### src/rtl/asq_pkg.sv
`default_nettype none

package asq_pkg;

    localparam int SAMPLE_W  = 40;
    localparam int SCALE_W   = 32;
    localparam int SPLIT_W   = 20;
    localparam int PP_W      = SPLIT_W + SCALE_W;
    localparam int MAG_W     = SAMPLE_W + SCALE_W;
    localparam int VAL_W     = MAG_W + 1;
    localparam int FRAC_W    = 24;
    localparam int Q_W       = VAL_W - FRAC_W;
    localparam int WORD_W    = 32;
    localparam int CNT_W     = 32;
    localparam int BCNT_W    = 3;
    localparam int FMT_W     = 3;
    localparam int CFG_IDX_W = 2;

    localparam logic [SCALE_W-1:0] SCALE_RESET = SCALE_W'(65536);
    localparam logic [VAL_W-1:0]   OFFSET_Q    = VAL_W'(128) << FRAC_W;
    localparam logic [VAL_W-1:0]   HALF_Q      = VAL_W'(1) << (FRAC_W - 1);

    typedef enum logic [FMT_W-1:0] {
        FMT_U8_OFS = 3'd0,
        FMT_S8     = 3'd1,
        FMT_S16    = 3'd2,
        FMT_S24    = 3'd3,
        FMT_S32    = 3'd4
    } t_fmt;

    typedef enum logic [CFG_IDX_W-1:0] {
        CFG_FORMAT = 2'd0,
        CFG_SCALE  = 2'd1,
        CFG_SWAP   = 2'd2
    } t_cfg_idx;

    typedef struct packed {
        t_fmt               fmt;
        logic [SCALE_W-1:0] k_mag;
        logic               k_neg;
        logic               swap;
    } t_cfg;

    typedef struct packed {
        logic [MAG_W-1:0] mag;
        logic             neg;
        logic             last;
    } t_mag_item;

    typedef struct packed {
        logic [WORD_W-1:0] q;
        logic              neg;
        logic              clip_hi;
        logic              clip_lo;
        logic              last;
    } t_rnd_item;

    // largest positive value of the format
    function automatic logic [WORD_W-1:0] fmt_max(input t_fmt fmt);
        logic [WORD_W-1:0] res;
        case (fmt)
            FMT_U8_OFS: res = WORD_W'(255);
            FMT_S8:     res = WORD_W'(127);
            FMT_S16:    res = WORD_W'(32767);
            FMT_S24:    res = WORD_W'(8388607);
            default:    res = WORD_W'(2147483647);
        endcase
        return res;
    endfunction

    // magnitude of the most negative value of the format
    function automatic logic [WORD_W-1:0] fmt_min_mag(input t_fmt fmt);
        logic [WORD_W-1:0] res;
        case (fmt)
            FMT_U8_OFS: res = '0;
            FMT_S8:     res = WORD_W'(128);
            FMT_S16:    res = WORD_W'(32768);
            FMT_S24:    res = WORD_W'(8388608);
            default:    res = WORD_W'(1) << (WORD_W - 1);
        endcase
        return res;
    endfunction

    function automatic logic [BCNT_W-1:0] fmt_bytes(input t_fmt fmt);
        logic [BCNT_W-1:0] res;
        case (fmt)
            FMT_U8_OFS: res = BCNT_W'(1);
            FMT_S8:     res = BCNT_W'(1);
            FMT_S16:    res = BCNT_W'(2);
            FMT_S24:    res = BCNT_W'(3);
            default:    res = BCNT_W'(4);
        endcase
        return res;
    endfunction

endpackage

`default_nettype wire

### src/rtl/asq_cfg_regs.sv
`default_nettype none

module asq_cfg_regs
    import asq_pkg::*;
(
    input  wire logic                 i_clk,
    input  wire logic                 i_rst_n,
    input  wire logic                 i_cfg_valid,
    output logic                      o_cfg_ready,
    input  wire logic [CFG_IDX_W-1:0] i_cfg_index,
    input  wire logic [WORD_W-1:0]    i_cfg_data,
    output t_cfg                      o_cfg
);

    t_cfg r_cfg;
    t_fmt n_fmt;
    logic [SCALE_W-1:0] n_k_mag;

    // unused format codes behave as signed 32-bit
    always_comb begin
        if (i_cfg_data[FMT_W-1:0] > FMT_S32) begin
            n_fmt = FMT_S32;
        end else begin
            n_fmt = t_fmt'(i_cfg_data[FMT_W-1:0]);
        end
        n_k_mag = i_cfg_data[SCALE_W-1] ? (SCALE_W'(0) - i_cfg_data[SCALE_W-1:0])
                                        : i_cfg_data[SCALE_W-1:0];
    end

    always_ff @(posedge i_clk) begin
        if (!i_rst_n) begin
            r_cfg.fmt   <= FMT_S16;
            r_cfg.k_mag <= SCALE_RESET;
            r_cfg.k_neg <= 1'b0;
            r_cfg.swap  <= 1'b0;
        end else if (i_cfg_valid) begin
            case (i_cfg_index)
                CFG_FORMAT: r_cfg.fmt <= n_fmt;
                CFG_SCALE: begin
                    r_cfg.k_mag <= n_k_mag;
                    r_cfg.k_neg <= i_cfg_data[SCALE_W-1];
                end
                CFG_SWAP:   r_cfg.swap <= i_cfg_data[0];
                default: ;
            endcase
        end
    end

    assign o_cfg_ready = 1'b1;
    assign o_cfg       = r_cfg;

endmodule

`default_nettype wire

### src/rtl/asq_scale.sv
`default_nettype none

module asq_scale
    import asq_pkg::*;
(
    input  wire logic                       i_clk,
    input  wire logic                       i_rst_n,
    input  wire logic                       i_en,
    input  wire logic                       i_valid,
    input  wire logic signed [SAMPLE_W-1:0] i_sample,
    input  wire logic                       i_last,
    input  wire logic [SCALE_W-1:0]         i_k_mag,
    input  wire logic                       i_k_neg,
    output logic                            o_valid,
    output t_mag_item                       o_item
);

    logic                r0_valid, r1_valid, r2_valid;
    logic [SAMPLE_W-1:0] r0_mag;
    logic                r0_neg, r0_last;
    logic [PP_W-1:0]     r1_pp_lo, r1_pp_hi;
    logic                r1_neg, r1_last;
    t_mag_item           r2_item;
    logic [SAMPLE_W-1:0] n0_mag;

    assign n0_mag = i_sample[SAMPLE_W-1] ? $unsigned(-i_sample) : $unsigned(i_sample);

    always_ff @(posedge i_clk) begin
        if (!i_rst_n) begin
            r0_valid <= 1'b0;
            r1_valid <= 1'b0;
            r2_valid <= 1'b0;
        end else if (i_en) begin
            r0_valid <= i_valid;
            r1_valid <= r0_valid;
            r2_valid <= r1_valid;
        end
    end

    always_ff @(posedge i_clk) begin
        if (i_en) begin
            // sign-magnitude input
            r0_mag  <= n0_mag;
            r0_neg  <= i_sample[SAMPLE_W-1] ^ i_k_neg;
            r0_last <= i_last;
            // two partial products on the halves of the magnitude
            r1_pp_lo <= r0_mag[SPLIT_W-1:0] * i_k_mag;
            r1_pp_hi <= r0_mag[SAMPLE_W-1:SPLIT_W] * i_k_mag;
            r1_neg   <= r0_neg;
            r1_last  <= r0_last;
            r2_item.mag  <= {r1_pp_hi, SPLIT_W'(0)} + MAG_W'(r1_pp_lo);
            r2_item.neg  <= r1_neg;
            r2_item.last <= r1_last;
        end
    end

    assign o_valid = r2_valid;
    assign o_item  = r2_item;

endmodule

`default_nettype wire

### src/rtl/asq_round.sv
`default_nettype none

module asq_round
    import asq_pkg::*;
(
    input  wire logic      i_clk,
    input  wire logic      i_rst_n,
    input  wire logic      i_en,
    input  wire logic      i_valid,
    input  wire t_mag_item i_item,
    input  wire t_fmt      i_fmt,
    output logic           o_valid,
    output t_rnd_item      o_item
);

    logic             r3_valid, r4_valid;
    logic [VAL_W-1:0] r3_v;
    logic             r3_last;
    t_rnd_item        r4_item;

    logic [VAL_W-1:0] n3_off, n3_v, n4_t;
    logic [Q_W-1:0]   n4_q;
    logic             n4_neg;

    always_comb begin
        n3_off = (i_fmt == FMT_U8_OFS) ? OFFSET_Q : '0;
        n3_v   = i_item.neg ? (n3_off - VAL_W'(i_item.mag)) : (n3_off + VAL_W'(i_item.mag));
        // round half away from zero on the magnitude
        n4_neg = r3_v[VAL_W-1];
        n4_t   = n4_neg ? (HALF_Q - r3_v) : (r3_v + HALF_Q);
        n4_q   = n4_t[VAL_W-1:FRAC_W];
    end

    always_ff @(posedge i_clk) begin
        if (!i_rst_n) begin
            r3_valid <= 1'b0;
            r4_valid <= 1'b0;
        end else if (i_en) begin
            r3_valid <= i_valid;
            r4_valid <= r3_valid;
        end
    end

    always_ff @(posedge i_clk) begin
        if (i_en) begin
            r3_v            <= n3_v;
            r3_last         <= i_item.last;
            r4_item.q       <= n4_q[WORD_W-1:0];
            r4_item.neg     <= n4_neg;
            r4_item.clip_hi <= !n4_neg && (n4_q > Q_W'(fmt_max(i_fmt)));
            r4_item.clip_lo <= n4_neg && (n4_q > Q_W'(fmt_min_mag(i_fmt)));
            r4_item.last    <= r3_last;
        end
    end

    assign o_valid = r4_valid;
    assign o_item  = r4_item;

endmodule

`default_nettype wire

### src/rtl/asq_pack.sv
`default_nettype none

module asq_pack
    import asq_pkg::*;
(
    input  wire logic        i_clk,
    input  wire logic        i_rst_n,
    input  wire logic        i_en,
    input  wire logic        i_valid,
    input  wire t_rnd_item   i_item,
    input  wire t_fmt        i_fmt,
    input  wire logic        i_swap,
    output logic             o_valid,
    output logic [WORD_W-1:0] o_packed_bytes,
    output logic [BCNT_W-1:0] o_byte_count,
    output logic             o_clipped,
    output logic [CNT_W-1:0] o_overload_total,
    output logic             o_last_out
);

    logic              r_valid;
    logic [WORD_W-1:0] r_packed;
    logic [BCNT_W-1:0] r_bcnt;
    logic              r_clipped;
    logic              r_last;
    logic [CNT_W-1:0]  r_cnt;

    logic [WORD_W-1:0] n_word, n_packed;
    logic              n_clip;

    always_comb begin
        n_clip = i_item.clip_hi || i_item.clip_lo;
        priority if (i_item.clip_hi) begin
            n_word = fmt_max(i_fmt);
        end else if (i_item.clip_lo) begin
            n_word = WORD_W'(0) - fmt_min_mag(i_fmt);
        end else if (i_item.neg) begin
            n_word = WORD_W'(0) - i_item.q;
        end else begin
            n_word = i_item.q;
        end

        case (i_fmt)
            FMT_U8_OFS, FMT_S8: n_packed = {24'd0, n_word[7:0]};
            FMT_S16: n_packed = i_swap ? {16'd0, n_word[7:0], n_word[15:8]}
                                       : {16'd0, n_word[15:0]};
            FMT_S24: n_packed = i_swap ? {8'd0, n_word[7:0], n_word[15:8], n_word[23:16]}
                                       : {8'd0, n_word[23:0]};
            default: n_packed = i_swap ? {n_word[7:0], n_word[15:8], n_word[23:16],
                                          n_word[31:24]}
                                       : n_word;
        endcase
    end

    always_ff @(posedge i_clk) begin
        if (!i_rst_n) begin
            r_valid <= 1'b0;
            r_cnt   <= '0;
        end else if (i_en) begin
            r_valid <= i_valid;
            if (i_valid && n_clip && (r_cnt != '1)) begin
                r_cnt <= r_cnt + CNT_W'(1);
            end
        end
    end

    always_ff @(posedge i_clk) begin
        if (i_en) begin
            r_packed  <= n_packed;
            r_bcnt    <= fmt_bytes(i_fmt);
            r_clipped <= n_clip;
            r_last    <= i_item.last;
        end
    end

    assign o_valid          = r_valid;
    assign o_packed_bytes   = r_packed;
    assign o_byte_count     = r_bcnt;
    assign o_clipped        = r_clipped;
    assign o_overload_total = r_cnt;
    assign o_last_out       = r_last;

endmodule

`default_nettype wire

### src/rtl/audio_sample_quantizer.sv
// Channel  Direction  Handshake                    Payload
// in       input      i_valid / o_ready            i_sample, i_last
// out      output     o_valid / i_ready            o_packed_bytes, o_byte_count, o_clipped,
//                                                  o_overload_total, o_last_out
// cfg      input      i_cfg_valid / o_cfg_ready    i_cfg_index, i_cfg_data
//
// One transaction per cycle in and out while the output is not stalled.
// Six register stages: sample magnitude, split multiply, product sum, offset,
// round and clip, pack into the output register.
// The whole pipeline advances together: it stalls only while the output holds
// a result that is not taken. o_cfg_ready is always high.
// Synchronous reset clears the valid bits, the overload counter and the configuration
// registers.
`default_nettype none

module audio_sample_quantizer
    import asq_pkg::*;
(
    input  wire logic                       i_clk,
    input  wire logic                       i_rst_n,
    input  wire logic                       i_valid,
    output logic                            o_ready,
    input  wire logic signed [SAMPLE_W-1:0] i_sample,
    input  wire logic                       i_last,
    output logic                            o_valid,
    input  wire logic                       i_ready,
    output logic [WORD_W-1:0]               o_packed_bytes,
    output logic [BCNT_W-1:0]               o_byte_count,
    output logic                            o_clipped,
    output logic [CNT_W-1:0]                o_overload_total,
    output logic                            o_last_out,
    input  wire logic                       i_cfg_valid,
    output logic                            o_cfg_ready,
    input  wire logic [CFG_IDX_W-1:0]       i_cfg_index,
    input  wire logic [WORD_W-1:0]          i_cfg_data
);

    t_cfg      cfg;
    logic      en;
    logic      mag_valid, rnd_valid;
    t_mag_item mag_item;
    t_rnd_item rnd_item;

    assign en      = !o_valid || i_ready;
    assign o_ready = en;

    asq_cfg_regs u_cfg (
        .i_clk       (i_clk),
        .i_rst_n     (i_rst_n),
        .i_cfg_valid (i_cfg_valid),
        .o_cfg_ready (o_cfg_ready),
        .i_cfg_index (i_cfg_index),
        .i_cfg_data  (i_cfg_data),
        .o_cfg       (cfg)
    );

    asq_scale u_scale (
        .i_clk    (i_clk),
        .i_rst_n  (i_rst_n),
        .i_en     (en),
        .i_valid  (i_valid),
        .i_sample (i_sample),
        .i_last   (i_last),
        .i_k_mag  (cfg.k_mag),
        .i_k_neg  (cfg.k_neg),
        .o_valid  (mag_valid),
        .o_item   (mag_item)
    );

    asq_round u_round (
        .i_clk   (i_clk),
        .i_rst_n (i_rst_n),
        .i_en    (en),
        .i_valid (mag_valid),
        .i_item  (mag_item),
        .i_fmt   (cfg.fmt),
        .o_valid (rnd_valid),
        .o_item  (rnd_item)
    );

    asq_pack u_pack (
        .i_clk            (i_clk),
        .i_rst_n          (i_rst_n),
        .i_en             (en),
        .i_valid          (rnd_valid),
        .i_item           (rnd_item),
        .i_fmt            (cfg.fmt),
        .i_swap           (cfg.swap),
        .o_valid          (o_valid),
        .o_packed_bytes   (o_packed_bytes),
        .o_byte_count     (o_byte_count),
        .o_clipped        (o_clipped),
        .o_overload_total (o_overload_total),
        .o_last_out       (o_last_out)
    );

endmodule

`default_nettype wire

### config.mk
export PLATFORM = sky130hd
export DESIGN_NAME = audio_sample_quantizer
export DESIGN_NICKNAME = d
export VERILOG_FILES = /design/src/rtl/asq_pkg.sv /design/src/rtl/asq_cfg_regs.sv /design/src/rtl/asq_scale.sv /design/src/rtl/asq_round.sv /design/src/rtl/asq_pack.sv /design/src/rtl/audio_sample_quantizer.sv
export SDC_FILE = /design/constraint.sdc
export NUM_CORES = 2
export LEC_CHECK = 0
export CELL_PAD_IN_SITES_DETAIL_PLACEMENT = 1
export CELL_PAD_IN_SITES_GLOBAL_PLACEMENT = 1
export CORE_MARGIN = 4
export CORE_UTILIZATION = 48
export DETAILED_ROUTE_END_ITERATION = 7
export DONT_BUFFER_PORTS = 1
export PLACE_DENSITY = 0.77
export SETUP_SLACK_MARGIN = 0.5
export SLEW_MARGIN = 25
export SYNTH_ARGS = -nofsm -noshare
export SYNTH_HDL_FRONTEND = slang
export SYNTH_SLANG_ARGS = --single-unit
### constraint.sdc
create_clock -name i_clk -period 19.8 [get_ports i_clk]
set_clock_uncertainty 0.05 [all_clocks]
set_input_delay 5.94 -clock i_clk [delete_from_list [all_inputs] [get_ports i_clk]]
set_output_delay 5.94 -clock i_clk [all_outputs]
set_load 0.02 [all_outputs]
==> flow_metrics.py <==
metrics = {
    "pwr": {
        "seq_power_share": 0.245,
        "clkPwrFrac": 0.129,
        "power.switching_uw": 3620,
        "power_frac_comb": 0.625,
        "powerDensity_mw_per_mm2": 106,
        "vdd_drop_max_mv": 0.0957,
        "swShare": 0.487,
        "total_power_uw": 7440,
        "leakage_uw": 0.0332,
        "p_int_uw": 3820,
    },
    "cts": {
        "cts_hold_buffers": 0,
        "clock-root-buffer": "clkbuf_16",
        "cts_tree": "yes",
        "clk_path_buf_depth": 3,
        "htreeDepth": 2,
        "clock-sinks": 444,
        "cts_buffers": 51,
        "ctsResizeCount": 0,
        "clk-insertion-delay-late_ns": 0.67,
        "cts_setup_buffers": 0,
        "clkTransAtPathRegs_ns": 0.06,
    },
    "timing": {
        "slew_headroom": 0.320,
        "worst_pin_slew_ns": 1.02,
        "fin_setup_tns_ns": 0,
        "setup_slack_ns": 6.96,
        "fmax_mhz": 77.9,
        "drv_slew": 0,
        "rsz0062_at_grt": "no",
        "period_needed_ns": 12.84,
        "final-hold-violation-count": 0,
        "setup_violations": 0,
        "finalCritPeriodShare": 0.649,
    },
    "grt": {
        "grt_max_degree": 88,
        "grt_pass1_wl_mm": 322,
        "grt.overflow.total": 0,
        "antenna_found_initial": 6,
        "grt_pass1_vias": 58300,
        "track_usage": 0.278,
    },
    "routing": {
        "drt_iter0_drc": 3066,
        "met2_length_mm": 101,
        "ant_nets": 0,
        "drt-wirelength-per-cell_um": 22.4,
        "wl_met3_mm": 13.1,
        "num_vias": 51800,
        "dr.pass1.iters": 6,
        "top_layer": "met5",
        "wl_met1_mm": 79.2,
        "vias_per_cell": 5.79,
        "drcViolationCount": 0,
        "wl_mm": 201,
    },
    "floorplanning": {
        "io_pins": 152,
        "fp.dieW_um": 382,
        "fp-row-count": 136,
        "die_h_um": 382,
        "start_util": 0.485,
        "coreArea_mm2": 0.138,
        "dieArea_mm2": 0.146,
    },
    "logic_synthesis": {
        "netlist_area_mm2": 0.0671,
        "synth_edf_count": 369,
        "synth_ff_type": "edfxtp_1",
        "ys_ff_latch": 444,
        "yosysWarnings": 0,
        "syn_avg_cell_area_um2": 9.25,
        "ys_seq_area_frac": 0.188,
        "syn_nets": 8798,
        "async_flop_share": 0,
        "syn-instance-count": 7250,
        "ys_types": 90,
    },
    "place": {
        "portBuffers": 0,
        "place_area_mm2": 0.0688,
        "post-place-ws_ns": 6.89,
        "gp_congestion": 0.911,
        "hpwl_mm": 153,
    },
    "setup_path": {
        "worst_ep_arrival_time_ns": 6.85,
        "critPathBufInv": 1,
        "reg2reg_to": "u_scale.r1_pp_hi[41]",
        "critPathLaunchType": "input pin",
        "cp_slowest_cell": "nor2b_1",
        "reg2reg_slack_ns": 10.53,
        "worstPathMaxFanout": 7,
        "max_stage_delay_ns": 0.46,
        "cp_num_cells": 2,
        "r2r-start": "u_cfg.o_cfg[12]",
        "critPathKind": "input pin to output port",
        "crit_family": "simple AND/OR/NAND/NOR gates",
        "end_kind": "output port",
        "required_ns": 13.81,
        "crit_chain": "nor2b_1 -> clkinvlp_4",
        "r2r_cells": 23,
    },
    "finish": {
        "areaGrowthSynthToFinish_pct": 5.16,
        "drive_gt1_frac": 0.0342,
        "fin_util": 0.510,
        "n_fill_cell": 15800,
        "design_area_mm2": 0.0705,
        "nNetsFinal": 8587,
    },
    "status": {
        "outcome": "finished, final reports clean",
    },
    "flow_run": {
        "cap_violations": 0,
    },
    "worst_hold_path": {
        "min_path_type": "flip-flop to flip-flop",
        "min_path_cells": 0,
        "holdPathEnd": "u_scale.o_item[1]",
        "hp-start": "u_scale.r1_neg",
    },
}
## through the flow
stage	hold slack [ns]	std cells
2_1_floorplan	0.350	7250
3_3_place_gp	0.351	8849
3_5_place_dp	0.356	8849
4_1_cts	0.320	8945
5_1_grt	0.336	8946
6_report	0.336	8950
## worst max path at each step
stage / start / end
after floorplan: i_ready / o_ready
after global placement: i_ready / o_ready
after detailed placement: i_ready / o_ready
after CTS: i_ready / o_ready
after global routing: i_ready / o_ready
final: i_ready / o_ready
## layer usage
layer	up-vias	track usage
met4	2	0.0969
met2	1644	0.490
li1	22800	-
met3	477	0.0505
met1	26900	0.342
met5	-	0
## sequential cells by signal, summed over array words and instances, names as in the netlist
name                     flops
u_cfg.o_cfg                 37
u_pack.o_byte_count          3
u_pack.o_clipped             1
u_pack.o_last_out            1
u_pack.o_overload_total     32
u_pack.o_packed_bytes       32
u_pack.o_valid               1
u_round.o_item              36
u_round.o_valid              1
u_round.r3_last              1
u_round.r3_v                73
u_round.r3_valid             1
u_scale.o_item              74
u_scale.o_valid              1
u_scale.r0_last              1
u_scale.r0_mag              40
u_scale.r0_neg               1
u_scale.r0_valid             1
u_scale.r1_last              1
u_scale.r1_neg               1
u_scale.r1_pp_hi            52
u_scale.r1_pp_lo            52
u_scale.r1_valid             1
## layout make-up
type                            count  area, um2  share of cell area
Multi-Input combinational cell   5215      48500               0.688
Sequential cell                   444      12600               0.178
Inverter                         1219       4580              0.0649
Tap cell                         1863       2330              0.0331
Clock buffer                       66       1360              0.0193
Timing Repair Buffer              108        815              0.0116
Clock inverter                     30        329             0.00467
Antenna cell                        5       12.5            0.000177
## power by group through the flow
| stage | Clock (uW) | Sequential (uW) | Combinational [uW] |
|---|---|---|---|
| finish | 960 | 1830 | 4650 |
| global route | 1030 | 1870 | 5190 |
| CTS | 988 | 1820 | 4620 |
| detailed placement | 0 | 1840 | 4580 |
| global placement | 0 | 1820 | 4400 |
| floorplan | 0 | 1700 | 3330 |
## placed cells by master (no fill, tap or decap), drive strengths merged, types with 13 or more instances in the layout
master,instances
clkinv,20
nand4,51
nor4b,13
xor2,172
or2,16
o31ai,33
and3,50
buf,108
nand2b,32
nor2,227
o21a,19
and2,629
nor3,99
o21bai,20
a31oi,54
clkbuf,66
o22ai,22
inv,1221
nand2,939
nor2b,25
or3,63
a21oi,226
fa,1073
dfxtp,75
o211a,30
ha,395
a21boi,24
nand3,111
or4,42
nor4,53
o211ai,20
edfxtp,369
a41oi,21
xnor2,268
a211oi,37
a21o,85
and4,21
o41ai,18
o21ai,168
## cells in the mapped netlist, types with 51 or more instances
library cell | number | area, um2
or3_1 | 63 | 394
nor2_1 | 227 | 852
inv_1 | 1217 | 4570
fa_1 | 1073 | 21500
xor2_1 | 172 | 1510
dfxtp_1 | 75 | 1500
edfxtp_1 | 369 | 11100
and2_1 | 628 | 3930
a31oi_1 | 54 | 338
a21oi_1 | 226 | 1130
a21o_1 | 85 | 638
o21ai_0 | 165 | 826
clkbuf_1 | 359 | 1350
nor3_1 | 97 | 485
nand2_1 | 939 | 3520
nand3_1 | 110 | 551
nand4_1 | 51 | 319
xnor2_1 | 268 | 2350
ha_1 | 395 | 4940
## kinds of logic (layout without fill, tap and decap cells)
family                     after synthesis  count (layout)  share of synthesized area
DFF                                    444             444                      0.188
buffers and inverters                 1591            1423                     0.0892
and+or+nand+nor                       2414            2414                      0.183
other                                    1               6                  0.0000559
AOI/OAI and AO/OA                      880             880                     0.0870
xor gates and xnor gates               440             440                     0.0575
muxes                                   12              12                    0.00187
adders and majority gates             1468            1468                      0.394
No activity file was read; power rests on OpenSTA's default activity.
